<file path="src/sv/assert_macros.svh">
// assertion helpers used by the top-level rtl file
`ifndef ASSERT_MACROS_SVH
`define ASSERT_MACROS_SVH

// same-cycle implication, off while reset is asserted
`define ASSERT_IMPLIES(label, clk, rstn, ante, cons, msg) \
    label: assert property (@(posedge clk) disable iff (!(rstn)) (ante) |-> (cons)) \
        else $error(msg);

// next-cycle implication, off while reset is asserted
`define ASSERT_NEXT(label, clk, rstn, ante, cons, msg) \
    label: assert property (@(posedge clk) disable iff (!(rstn)) (ante) |=> (cons)) \
        else $error(msg);

`endif

</file>
<file path="src/sv/jtl_pkg.sv">
package jtl_pkg;

    // text length limit and derived position widths
    localparam int MAX_TEXT_LEN = 65536;
    localparam int POS_W        = $clog2(MAX_TEXT_LEN + 1);
    localparam int TS_W         = $clog2(MAX_TEXT_LEN);
    localparam int EXT_W        = (POS_W + 1 > 17) ? POS_W + 1 : 17;

    // output field widths and saturation limits
    localparam int START_W   = 16;
    localparam int AFTER_W   = 17;
    localparam int START_SAT = 65535;
    localparam int AFTER_SAT = 65536;

    // results per character and the bundle queue
    localparam int MAX_RES    = 3;
    localparam int CNT_W      = $clog2(MAX_RES + 1);
    localparam int FIFO_DEPTH = 4;
    localparam int PTR_W      = $clog2(FIFO_DEPTH);

    // character codes
    localparam logic [7:0] CH_LBRACK = 8'h5B;
    localparam logic [7:0] CH_RBRACK = 8'h5D;
    localparam logic [7:0] CH_COMMA  = 8'h2C;
    localparam logic [7:0] CH_LBRACE = 8'h7B;
    localparam logic [7:0] CH_COLON  = 8'h3A;
    localparam logic [7:0] CH_RBRACE = 8'h7D;
    localparam logic [7:0] CH_SQUOTE = 8'h27;
    localparam logic [7:0] CH_DQUOTE = 8'h22;
    localparam logic [7:0] CH_BSLASH = 8'h5C;
    localparam logic [7:0] CH_MINUS  = 8'h2D;
    localparam logic [7:0] CH_DOT    = 8'h2E;
    localparam logic [7:0] CH_NUL    = 8'h00;
    localparam logic [7:0] CH_SPACE  = 8'h20;
    localparam logic [7:0] CH_TAB    = 8'h09;
    localparam logic [7:0] CH_CR     = 8'h0D;
    localparam logic [7:0] CH_DIG_LO = 8'h30;
    localparam logic [7:0] CH_DIG_HI = 8'h39;
    localparam logic [7:0] CH_UC_LO  = 8'h41;
    localparam logic [7:0] CH_UC_HI  = 8'h5A;
    localparam logic [7:0] CH_LC_LO  = 8'h61;
    localparam logic [7:0] CH_LC_HI  = 8'h7A;

    typedef enum logic [2:0] {
        MODE_IDLE,
        MODE_STRING,
        MODE_NUMBER,
        MODE_WORD,
        MODE_ERROR
    } mode_t;

    typedef enum logic [3:0] {
        KIND_LBRACK = 4'd0,
        KIND_RBRACK = 4'd1,
        KIND_COMMA  = 4'd2,
        KIND_LBRACE = 4'd3,
        KIND_COLON  = 4'd4,
        KIND_RBRACE = 4'd5,
        KIND_STRING = 4'd6,
        KIND_NUMBER = 4'd7,
        KIND_WORD   = 4'd8,
        KIND_END    = 4'd9,
        KIND_ERROR  = 4'd10
    } kind_t;

    typedef enum logic [2:0] {
        ERR_NONE      = 3'd0,
        ERR_NUL       = 3'd1,
        ERR_UNEXPECT  = 3'd2,
        ERR_UNTERM    = 3'd3,
        ERR_TOO_LONG  = 3'd4
    } err_t;

    typedef struct packed {
        kind_t              kind;
        err_t               err;
        logic [START_W-1:0] start;
        logic [AFTER_W-1:0] after;
    } tok_t;

    // all results caused by one character
    typedef struct packed {
        logic [CNT_W-1:0]       cnt;
        tok_t [MAX_RES-1:0]     toks;
    } bundle_t;

    // one queue slot with its valid flag
    typedef struct packed {
        logic    valid;
        bundle_t bundle;
    } qslot_t;

    function automatic logic is_space(input logic [7:0] c);
        return (c == CH_SPACE) || (c >= CH_TAB && c <= CH_CR);
    endfunction

    function automatic logic is_digit(input logic [7:0] c);
        return c >= CH_DIG_LO && c <= CH_DIG_HI;
    endfunction

    function automatic logic is_alpha(input logic [7:0] c);
        return (c >= CH_UC_LO && c <= CH_UC_HI) || (c >= CH_LC_LO && c <= CH_LC_HI);
    endfunction

    function automatic logic is_quote(input logic [7:0] c);
        return (c == CH_SQUOTE) || (c == CH_DQUOTE);
    endfunction

    function automatic logic is_punct(input logic [7:0] c);
        return (c == CH_LBRACK) || (c == CH_RBRACK) || (c == CH_COMMA) ||
               (c == CH_LBRACE) || (c == CH_COLON) || (c == CH_RBRACE);
    endfunction

    function automatic kind_t punct_kind(input logic [7:0] c);
        kind_t k;
        k = KIND_RBRACE;
        priority case (c)
            CH_LBRACK: k = KIND_LBRACK;
            CH_RBRACK: k = KIND_RBRACK;
            CH_COMMA:  k = KIND_COMMA;
            CH_LBRACE: k = KIND_LBRACE;
            CH_COLON:  k = KIND_COLON;
            default:   k = KIND_RBRACE;
        endcase
        return k;
    endfunction

    // build a result with saturated positions
    function automatic tok_t mk_tok(input kind_t kind, input err_t err,
                                    input logic [EXT_W-1:0] s,
                                    input logic [EXT_W-1:0] a);
        tok_t t;
        t.kind  = kind;
        t.err   = err;
        t.start = (s > EXT_W'(START_SAT)) ? START_W'(START_SAT) : s[START_W-1:0];
        t.after = (a > EXT_W'(AFTER_SAT)) ? AFTER_W'(AFTER_SAT) : a[AFTER_W-1:0];
        return t;
    endfunction

endpackage

</file>
<file path="src/sv/jtl_front.sv">
module jtl_front (
    input  logic                  aclk,
    input  logic                  aresetn,
    input  logic                  s_valid,
    output logic                  s_ready,
    input  logic [7:0]            s_char_code,
    input  logic                  s_last_of_text,
    input  logic                  q_full,
    output jtl_pkg::qslot_t       q_push
);

    jtl_pkg::mode_t                 mode_reg, mode_next;
    logic                           qd_reg, qd_next;
    logic                           bs_reg, bs_next;
    logic [jtl_pkg::TS_W-1:0]       ts_reg, ts_next;
    logic [jtl_pkg::POS_W-1:0]      pos_reg, pos_next;

    logic                           accept;
    logic                           do_start;
    logic                           too_long;
    logic [jtl_pkg::CNT_W-1:0]      n;
    jtl_pkg::bundle_t               bundle;
    logic [jtl_pkg::EXT_W-1:0]      p_ext, p1_ext, ts_ext;
    logic [7:0]                     close_q;
    logic [7:0]                     c;

    assign c        = s_char_code;
    assign s_ready  = !q_full;
    assign accept   = s_valid && s_ready;
    assign p_ext    = jtl_pkg::EXT_W'(pos_reg);
    assign p1_ext   = p_ext + jtl_pkg::EXT_W'(1);
    assign ts_ext   = jtl_pkg::EXT_W'(ts_reg);
    assign close_q  = qd_reg ? jtl_pkg::CH_DQUOTE : jtl_pkg::CH_SQUOTE;
    assign too_long = pos_reg >= jtl_pkg::POS_W'(jtl_pkg::MAX_TEXT_LEN);

    // classify the character and collect its results
    always_comb begin
        mode_next = mode_reg;
        qd_next   = qd_reg;
        bs_next   = bs_reg;
        ts_next   = ts_reg;
        pos_next  = pos_reg;
        do_start  = 1'b0;
        n         = '0;
        bundle    = '0;

        if (too_long) begin
            if (mode_reg != jtl_pkg::MODE_ERROR) begin
                bundle.toks[n] = jtl_pkg::mk_tok(jtl_pkg::KIND_ERROR,
                                                 jtl_pkg::ERR_TOO_LONG, p_ext, p1_ext);
                n = n + jtl_pkg::CNT_W'(1);
                mode_next = jtl_pkg::MODE_ERROR;
            end
        end else begin
            unique case (mode_reg)
                jtl_pkg::MODE_STRING: begin
                    if (c == close_q && !bs_reg) begin
                        bundle.toks[n] = jtl_pkg::mk_tok(jtl_pkg::KIND_STRING,
                                                         jtl_pkg::ERR_NONE, ts_ext, p1_ext);
                        n = n + jtl_pkg::CNT_W'(1);
                        mode_next = jtl_pkg::MODE_IDLE;
                        bs_next   = 1'b0;
                    end else begin
                        bs_next = (c == jtl_pkg::CH_BSLASH);
                    end
                end
                jtl_pkg::MODE_NUMBER: begin
                    if (!(jtl_pkg::is_alpha(c) || jtl_pkg::is_digit(c) ||
                          c == jtl_pkg::CH_DOT)) begin
                        bundle.toks[n] = jtl_pkg::mk_tok(jtl_pkg::KIND_NUMBER,
                                                         jtl_pkg::ERR_NONE, ts_ext, p_ext);
                        n = n + jtl_pkg::CNT_W'(1);
                        mode_next = jtl_pkg::MODE_IDLE;
                        do_start  = 1'b1;
                    end
                end
                jtl_pkg::MODE_WORD: begin
                    if (jtl_pkg::is_space(c) || jtl_pkg::is_punct(c) ||
                        jtl_pkg::is_quote(c)) begin
                        bundle.toks[n] = jtl_pkg::mk_tok(jtl_pkg::KIND_WORD,
                                                         jtl_pkg::ERR_NONE, ts_ext, p_ext);
                        n = n + jtl_pkg::CNT_W'(1);
                        mode_next = jtl_pkg::MODE_IDLE;
                        do_start  = 1'b1;
                    end
                end
                jtl_pkg::MODE_IDLE: begin
                    do_start = 1'b1;
                end
                jtl_pkg::MODE_ERROR: begin
                    mode_next = jtl_pkg::MODE_ERROR;
                end
                default: begin
                    mode_next = jtl_pkg::MODE_ERROR;
                end
            endcase
        end

        // character that opens a new token
        if (do_start) begin
            if (jtl_pkg::is_space(c)) begin
                mode_next = jtl_pkg::MODE_IDLE;
            end else if (c == jtl_pkg::CH_NUL) begin
                bundle.toks[n] = jtl_pkg::mk_tok(jtl_pkg::KIND_ERROR,
                                                 jtl_pkg::ERR_NUL, p_ext, p1_ext);
                n = n + jtl_pkg::CNT_W'(1);
                mode_next = jtl_pkg::MODE_ERROR;
            end else if (jtl_pkg::is_punct(c)) begin
                bundle.toks[n] = jtl_pkg::mk_tok(jtl_pkg::punct_kind(c),
                                                 jtl_pkg::ERR_NONE, p_ext, p1_ext);
                n = n + jtl_pkg::CNT_W'(1);
            end else begin
                ts_next = pos_reg[jtl_pkg::TS_W-1:0];
                if (jtl_pkg::is_quote(c)) begin
                    mode_next = jtl_pkg::MODE_STRING;
                    qd_next   = (c == jtl_pkg::CH_DQUOTE);
                    bs_next   = 1'b0;
                end else if (c == jtl_pkg::CH_MINUS || jtl_pkg::is_digit(c)) begin
                    mode_next = jtl_pkg::MODE_NUMBER;
                end else if (jtl_pkg::is_alpha(c)) begin
                    mode_next = jtl_pkg::MODE_WORD;
                end else begin
                    bundle.toks[n] = jtl_pkg::mk_tok(jtl_pkg::KIND_ERROR,
                                                     jtl_pkg::ERR_UNEXPECT, p_ext, p1_ext);
                    n = n + jtl_pkg::CNT_W'(1);
                    mode_next = jtl_pkg::MODE_ERROR;
                end
            end
        end

        // end of text flushes any pending token and restarts
        if (s_last_of_text) begin
            if (mode_next == jtl_pkg::MODE_STRING) begin
                bundle.toks[n] = jtl_pkg::mk_tok(jtl_pkg::KIND_ERROR,
                                                 jtl_pkg::ERR_UNTERM,
                                                 jtl_pkg::EXT_W'(ts_next), p1_ext);
                n = n + jtl_pkg::CNT_W'(1);
            end else if (mode_next == jtl_pkg::MODE_NUMBER) begin
                bundle.toks[n] = jtl_pkg::mk_tok(jtl_pkg::KIND_NUMBER,
                                                 jtl_pkg::ERR_NONE,
                                                 jtl_pkg::EXT_W'(ts_next), p1_ext);
                n = n + jtl_pkg::CNT_W'(1);
            end else if (mode_next == jtl_pkg::MODE_WORD) begin
                bundle.toks[n] = jtl_pkg::mk_tok(jtl_pkg::KIND_WORD,
                                                 jtl_pkg::ERR_NONE,
                                                 jtl_pkg::EXT_W'(ts_next), p1_ext);
                n = n + jtl_pkg::CNT_W'(1);
            end
            bundle.toks[n] = jtl_pkg::mk_tok(jtl_pkg::KIND_END, jtl_pkg::ERR_NONE,
                                             p1_ext, p1_ext);
            n = n + jtl_pkg::CNT_W'(1);
            mode_next = jtl_pkg::MODE_IDLE;
            qd_next   = 1'b0;
            bs_next   = 1'b0;
            ts_next   = '0;
            pos_next  = '0;
        end else if (!too_long) begin
            pos_next = pos_reg + jtl_pkg::POS_W'(1);
        end

        bundle.cnt = n;
    end

    // push only characters that produced results
    assign q_push.valid  = accept && (n != '0);
    assign q_push.bundle = bundle;

    // lexer state
    always_ff @(posedge aclk) begin
        if (!aresetn) begin
            mode_reg <= jtl_pkg::MODE_IDLE;
            qd_reg   <= 1'b0;
            bs_reg   <= 1'b0;
            ts_reg   <= '0;
            pos_reg  <= '0;
        end else if (accept) begin
            mode_reg <= mode_next;
            qd_reg   <= qd_next;
            bs_reg   <= bs_next;
            ts_reg   <= ts_next;
            pos_reg  <= pos_next;
        end
    end

endmodule

</file>
<file path="src/sv/jtl_queue.sv">
module jtl_queue (
    input  logic              aclk,
    input  logic              aresetn,
    input  jtl_pkg::qslot_t   q_push,
    output logic              q_full,
    input  logic              q_pop,
    output jtl_pkg::qslot_t   q_head
);

    jtl_pkg::bundle_t            mem_reg [jtl_pkg::FIFO_DEPTH];
    logic [jtl_pkg::PTR_W:0]     wr_ptr_reg, rd_ptr_reg;
    logic                        empty;

    assign empty  = (wr_ptr_reg == rd_ptr_reg);
    assign q_full = (wr_ptr_reg[jtl_pkg::PTR_W] != rd_ptr_reg[jtl_pkg::PTR_W]) &&
                    (wr_ptr_reg[jtl_pkg::PTR_W-1:0] == rd_ptr_reg[jtl_pkg::PTR_W-1:0]);

    assign q_head.valid  = !empty;
    assign q_head.bundle = mem_reg[rd_ptr_reg[jtl_pkg::PTR_W-1:0]];

    // bundle storage
    always_ff @(posedge aclk) begin
        if (q_push.valid && !q_full) begin
            mem_reg[wr_ptr_reg[jtl_pkg::PTR_W-1:0]] <= q_push.bundle;
        end
    end

    // pointers
    always_ff @(posedge aclk) begin
        if (!aresetn) begin
            wr_ptr_reg <= '0;
            rd_ptr_reg <= '0;
        end else begin
            if (q_push.valid && !q_full) begin
                wr_ptr_reg <= wr_ptr_reg + (jtl_pkg::PTR_W + 1)'(1);
            end
            if (q_pop && !empty) begin
                rd_ptr_reg <= rd_ptr_reg + (jtl_pkg::PTR_W + 1)'(1);
            end
        end
    end

endmodule

</file>
<file path="src/sv/jtl_back.sv">
module jtl_back (
    input  logic                           aclk,
    input  logic                           aresetn,
    input  jtl_pkg::qslot_t                q_head,
    output logic                           q_pop,
    output logic                           m_valid,
    input  logic                           m_ready,
    output logic [3:0]                     m_token_kind,
    output logic [2:0]                     m_error_code,
    output logic [jtl_pkg::START_W-1:0]    m_start_pos,
    output logic [jtl_pkg::AFTER_W-1:0]    m_after_pos,
    output logic                           m_last_result
);

    logic [jtl_pkg::CNT_W-1:0]  sub_reg, sub_next;
    logic                       m_valid_reg;
    jtl_pkg::tok_t              tok_reg;
    logic                       last_reg;
    logic                       load;
    logic                       is_last;
    jtl_pkg::tok_t              cur;

    // pick the next result from the head bundle
    assign cur     = q_head.bundle.toks[sub_reg];
    assign is_last = (sub_reg == q_head.bundle.cnt - jtl_pkg::CNT_W'(1));
    assign load    = q_head.valid && (!m_valid_reg || m_ready);
    assign q_pop   = load && is_last;

    always_comb begin
        sub_next = sub_reg;
        if (load) begin
            sub_next = is_last ? '0 : sub_reg + jtl_pkg::CNT_W'(1);
        end
    end

    // output register
    always_ff @(posedge aclk) begin
        if (!aresetn) begin
            m_valid_reg <= 1'b0;
            sub_reg     <= '0;
        end else begin
            sub_reg <= sub_next;
            if (load) begin
                m_valid_reg <= 1'b1;
            end else if (m_ready) begin
                m_valid_reg <= 1'b0;
            end
        end
    end

    always_ff @(posedge aclk) begin
        if (load) begin
            tok_reg  <= cur;
            last_reg <= is_last;
        end
    end

    assign m_valid       = m_valid_reg;
    assign m_token_kind  = tok_reg.kind;
    assign m_error_code  = tok_reg.err;
    assign m_start_pos   = tok_reg.start;
    assign m_after_pos   = tok_reg.after;
    assign m_last_result = last_reg;

endmodule

</file>
<file path="src/sv/json_token_lexer_top.sv">
// json token lexer: one character per transaction, up to three results per character
// throughput: one character per cycle while each character gives at most one result and
// m_ready stays high; the result side emits one result per cycle while m_ready is high
// path: a character's results reach m_ through the bundle queue and the output register
// (bundle written to the four-entry queue at acceptance, then the output register loads it)
// reset: synchronous active-low aresetn clears lexer state, queue pointers and m_valid
`include "assert_macros.svh"

module json_token_lexer_top (
    input  logic         aclk,
    input  logic         aresetn,
    input  logic         s_valid,
    output logic         s_ready,
    input  logic [7:0]   s_char_code,
    input  logic         s_last_of_text,
    output logic         m_valid,
    input  logic         m_ready,
    output logic [3:0]   m_token_kind,
    output logic [2:0]   m_error_code,
    output logic [15:0]  m_start_pos,
    output logic [16:0]  m_after_pos,
    output logic         m_last_result
);

    jtl_pkg::qslot_t  q_push;
    jtl_pkg::qslot_t  q_head;
    logic             q_full;
    logic             q_pop;

    logic             head_cnt_zero;
    logic             res_is_err;
    logic             res_has_code;
    logic             res_is_end;

    // front: classify characters and track lexer mode
    jtl_front u_front (
        .aclk           (aclk),
        .aresetn        (aresetn),
        .s_valid        (s_valid),
        .s_ready        (s_ready),
        .s_char_code    (s_char_code),
        .s_last_of_text (s_last_of_text),
        .q_full         (q_full),
        .q_push         (q_push)
    );

    // bundle queue between front and back
    jtl_queue u_queue (
        .aclk    (aclk),
        .aresetn (aresetn),
        .q_push  (q_push),
        .q_full  (q_full),
        .q_pop   (q_pop),
        .q_head  (q_head)
    );

    // back: serialize bundles into result transactions
    jtl_back u_back (
        .aclk          (aclk),
        .aresetn       (aresetn),
        .q_head        (q_head),
        .q_pop         (q_pop),
        .m_valid       (m_valid),
        .m_ready       (m_ready),
        .m_token_kind  (m_token_kind),
        .m_error_code  (m_error_code),
        .m_start_pos   (m_start_pos),
        .m_after_pos   (m_after_pos),
        .m_last_result (m_last_result)
    );

    // result classification for the checks
    assign head_cnt_zero = (q_head.bundle.cnt == '0);
    assign res_is_err    = (m_token_kind == jtl_pkg::KIND_ERROR);
    assign res_has_code  = (m_error_code != jtl_pkg::ERR_NONE);
    assign res_is_end    = (m_token_kind == jtl_pkg::KIND_END);

    // checks
    `ASSERT_IMPLIES(a_no_overflow, aclk, aresetn, q_push.valid, !q_full, "queue overflow")
    `ASSERT_IMPLIES(a_head_nonempty, aclk, aresetn, q_head.valid, !head_cnt_zero, "empty bundle")
    `ASSERT_IMPLIES(a_err_code, aclk, aresetn, m_valid, res_is_err == res_has_code, "bad err code")
    `ASSERT_IMPLIES(a_end_last, aclk, aresetn, m_valid && res_is_end, m_last_result, "end not last")

endmodule
</file>
<file path="config.mk">
export PLATFORM = sky130hd
export DESIGN_NAME = json_token_lexer_top
export DESIGN_NICKNAME = d
export VERILOG_FILES = /design/src/sv/jtl_pkg.sv /design/src/sv/jtl_front.sv /design/src/sv/jtl_queue.sv /design/src/sv/jtl_back.sv /design/src/sv/json_token_lexer_top.sv
export VERILOG_INCLUDE_DIRS = /design/src /design/src/sv
export SDC_FILE = /design/constraint.sdc
export NUM_CORES = 1
export LEC_CHECK = 0
export CAP_MARGIN = 30
export CORE_MARGIN = 1
export CORE_UTILIZATION = 50
export CTS_BUF_LIST = sky130_fd_sc_hd__clkbuf_2 sky130_fd_sc_hd__clkbuf_4 sky130_fd_sc_hd__clkbuf_8
export CTS_CLUSTER_SIZE = 10
export DETAILED_ROUTE_END_ITERATION = 12
export DONT_BUFFER_PORTS = 1
export PLACE_DENSITY = 0.67
export SLEW_MARGIN = 20
export SYNTH_ARGS = -nofsm -noshare
export SYNTH_HDL_FRONTEND = slang
export SYNTH_SLANG_ARGS = --single-unit
</file>
<file path="constraint.sdc">
create_clock -name aclk -period 22.6 [get_ports aclk]
set_input_delay 4.52 -clock aclk [delete_from_list [all_inputs] [get_ports aclk]]
set_output_delay 4.52 -clock aclk [all_outputs]
set_load 0.1 [all_outputs]
</file>
==> impl_metrics.ini <==
[detailed_routing]
drt-initial-drc-count = 1512
drt-total-wl_mm = 60.23
vias = 15012
drtAntennaViolNets = 0
first_pass_iters = 5
route.detailed.drc = 0
vias_per_cell = 6.122
wl_per_cell_um = 24.56

[layout]
multi_input_area_sq_um = 8003
mostFrequentLayoutCells = edfxtp_1, nand2_1, o21ai_0
largest_register_ff_count = 476
nets = 1751
fin_area_sq_um = 27600
drive_above_1_share = 0.1875
fillCellCount = 3876
final_common_cell = edfxtp_1
regArea_sq_um = 16520
syn_to_final_growth_pct = 10.34
instances_no_fill = 2452

[yosys]
synth_cells = 1704
yosys.area_share.adder = 0.008505
synth_ff_type = edfxtp_1
ys_seq_area_frac = 0.6600
yosys_warnings = 0
synth-edff-count = 517
syn_area_sq_um = 25010
synth-async-reset-ratio = 0
syn_avg_cell_area_sq_um = 14.68
synth_mux_area_frac = 0.1304
synth_xor_area_frac = 0.007654
synthSimpleGateAreaFrac = 0.09140
synth_compound_area_frac = 0.08109
ys_types = 80
ys_seq_elements = 566
synth_nets = 1734
synth_top_family_by_area = multiplexers

[timing]
hold_ws_ps = 516.4
period_share = 0.4242
tightest_slew_ps = 970.2
skew_ps = 35.56
setup_slack_ps = 13010
slew_violations = 0
rsz0062_at_grt = false
fmax_mhz = 104.3
max_slew_margin = 0.3482
min_period_ps = 9587
hold_viol_final = 0
fin_setup_tns_ps = 0
setup_viol_count_final = 0

[worst_setup_path]
required_ps = 22950
r2r_slack_ps = 16770
critPathLaunchType = input pin
r2r-start = u_front.mode_reg[1]
endpoint = u_queue.mem_reg[0][89]
crit_type = input pin to flop
reg2reg_depth = 18
crit_arrival_ps = 9930
cp-end-kind = flop
reg2reg_to = u_queue.mem_reg[0][89]
critPathMaxFanout = 55
crit_start = s_char_code[4]

[power_and_ir_drop]
power_density_nw_per_um2 = 109.3
cellLeakagePower_nw = 8.846
vdd_drop_max_v = 0.00008016

[placed_design]
dpl-instance-area_sq_um = 25790
gp_congestion = 0.8957
dp_hpwl_mm = 36.53
port_buffers = 0
place_inst = 2291
place_ws_ps = 12150

[clock_tree]
tritoncts = yes
clk_pin_slew_ps = 60
hold_buffers = 0
cts_resized = 0
clock-sinks = 566
clock-root-buffer = clkbuf_8
htree_num_levels = 3
clock_latency_ps = 690
numCtsBuffers = 90
clockBufferDepth = 3
cts_setup_buffers = 0

[grt]
gr-total-overflow = 0
grt_pass1_wl_mm = 91.10
first_global_vias = 15112
antenna_found_initial = 1
grt_usage = 0.2413
grt_max_degree = 66

[run]
cap_violations = 0

[die]
dieArea_sq_um = 50920
ios = 56
die_w_um = 225.7
initial_core_util = 0.5088
num_rows = 81
coreArea_sq_um = 49150
die_h_um = 225.7

[hold_path]
hold_path.class = flop to flop

[status]
status = finished clean
-- routing by layer --
layer	GRT usage	share of wire
met1	0.3346	0.43
met2	0.3925	0.49
met3	0.03474	0.059
met4	0.08317	0.021
met5	0	0
-- cells by family after synthesis --
logic type / count (synthesis)
flops: 566
simple gates: 473
compound gates: 316
mux: 177
buf+inv: 134
xor+xnor: 21
fa+ha+maj: 17
-- critical path, stage by stage --
cell and delay (ps):
nor4b_1 430, nand4_1 270, and3_1 300, a21o_1 240
o21ai_2 270, ha_1 280, or3_1 400, nand2_1 80
a21oi_1 80, a31oi_2 390, inv_1 90, ha_1 300
a21oi_1 150, ha_1 260, nand2_1 90, o21a_2 190
and2_4 720, buf_4 440, buf_16 320
-- worst min path at each step --
stage / startpoint / end / slack [ps] / cells past startpoint
2_1_floorplan: u_queue.wr_ptr_reg[2] / u_queue.wr_ptr_reg[2] / 460 / 2
3_3_place_gp: u_queue.wr_ptr_reg[2] / u_queue.wr_ptr_reg[2] / 500 / 2
3_5_place_dp: u_queue.wr_ptr_reg[2] / u_queue.wr_ptr_reg[2] / 500 / 2
4_1_cts: u_queue.wr_ptr_reg[2] / u_queue.wr_ptr_reg[2] / 510 / 2
5_1_grt: u_queue.wr_ptr_reg[2] / u_queue.wr_ptr_reg[2] / 560 / 2
6_report: u_queue.wr_ptr_reg[2] / u_queue.wr_ptr_reg[2] / 520 / 2
-- power by group --
part,leakage (nW),internal [W],switching [W],total (W)
logic,2.69,0.000214,0.000312,0.000526
registers,5.23,0.00129,0.000345,0.00164
clock network,0.931,0.000456,0.000394,0.000850
-- synth_stat cells, types with 4 or more instances --
| library cell | count | area, sq um |
|---|---|---|
| a21oi_1 | 53 | 265.3 |
| xnor2_1 | 12 | 105.1 |
| ha_1 | 17 | 212.7 |
| a22oi_1 | 24 | 180.2 |
| and4_1 | 4 | 35.03 |
| nor4_1 | 6 | 37.54 |
| o221ai_1 | 15 | 131.4 |
| nand2_1 | 156 | 585.6 |
| a221o_1 | 4 | 40.04 |
| and3_1 | 8 | 50.05 |
| nand3_1 | 16 | 80.08 |
| edfxtp_1 | 517 | 15520 |
| mux4_2 | 119 | 2680 |
| o21ai_0 | 135 | 675.7 |
| nor4b_1 | 4 | 35.03 |
| nand4_1 | 7 | 43.79 |
| or2_2 | 4 | 25.02 |
| nor2b_1 | 44 | 275.3 |
| buf_1 | 19 | 71.32 |
| o21ai_1 | 4 | 20.02 |
| nor2_1 | 124 | 465.5 |
| a211oi_1 | 13 | 97.59 |
| nor3_1 | 26 | 130.1 |
| a21o_1 | 9 | 67.56 |
| nor3b_1 | 9 | 67.56 |
| mux2i_1 | 57 | 570.6 |
| xor2_1 | 8 | 70.07 |
| o211ai_1 | 7 | 52.55 |
| a21boi_0 | 4 | 30.03 |
| inv_1 | 21 | 78.83 |
| nand2b_1 | 11 | 68.82 |
| and2_1 | 34 | 212.7 |
| clkbuf_1 | 79 | 296.5 |
| a31oi_1 | 4 | 25.02 |
| or3_1 | 6 | 37.54 |
| dfxtp_1 | 49 | 980.9 |
| buf_2 | 11 | 55.05 |
-- cell type report --
cell class | count | share of cell area
clock inverter | 29 | 0.007118
inverter | 24 | 0.003355
clock buffer | 129 | 0.05640
tap | 664 | 0.03011
timing repair buffer | 35 | 0.01437
sequential | 566 | 0.5986
multi-input combinational | 1004 | 0.2900
antenna | 1 | 0.00009068
-- metrics by stage --
stage	utilization	total power (W)
after global routing	0.5614	0.003123
after floorplan	-	0.002011
after global placement	0.5216	0.002174
final	0.5614	0.003016
after CTS	0.5604	0.003039
after detailed placement	0.5248	0.002192
No activity file was read; power rests on OpenSTA's default activity.
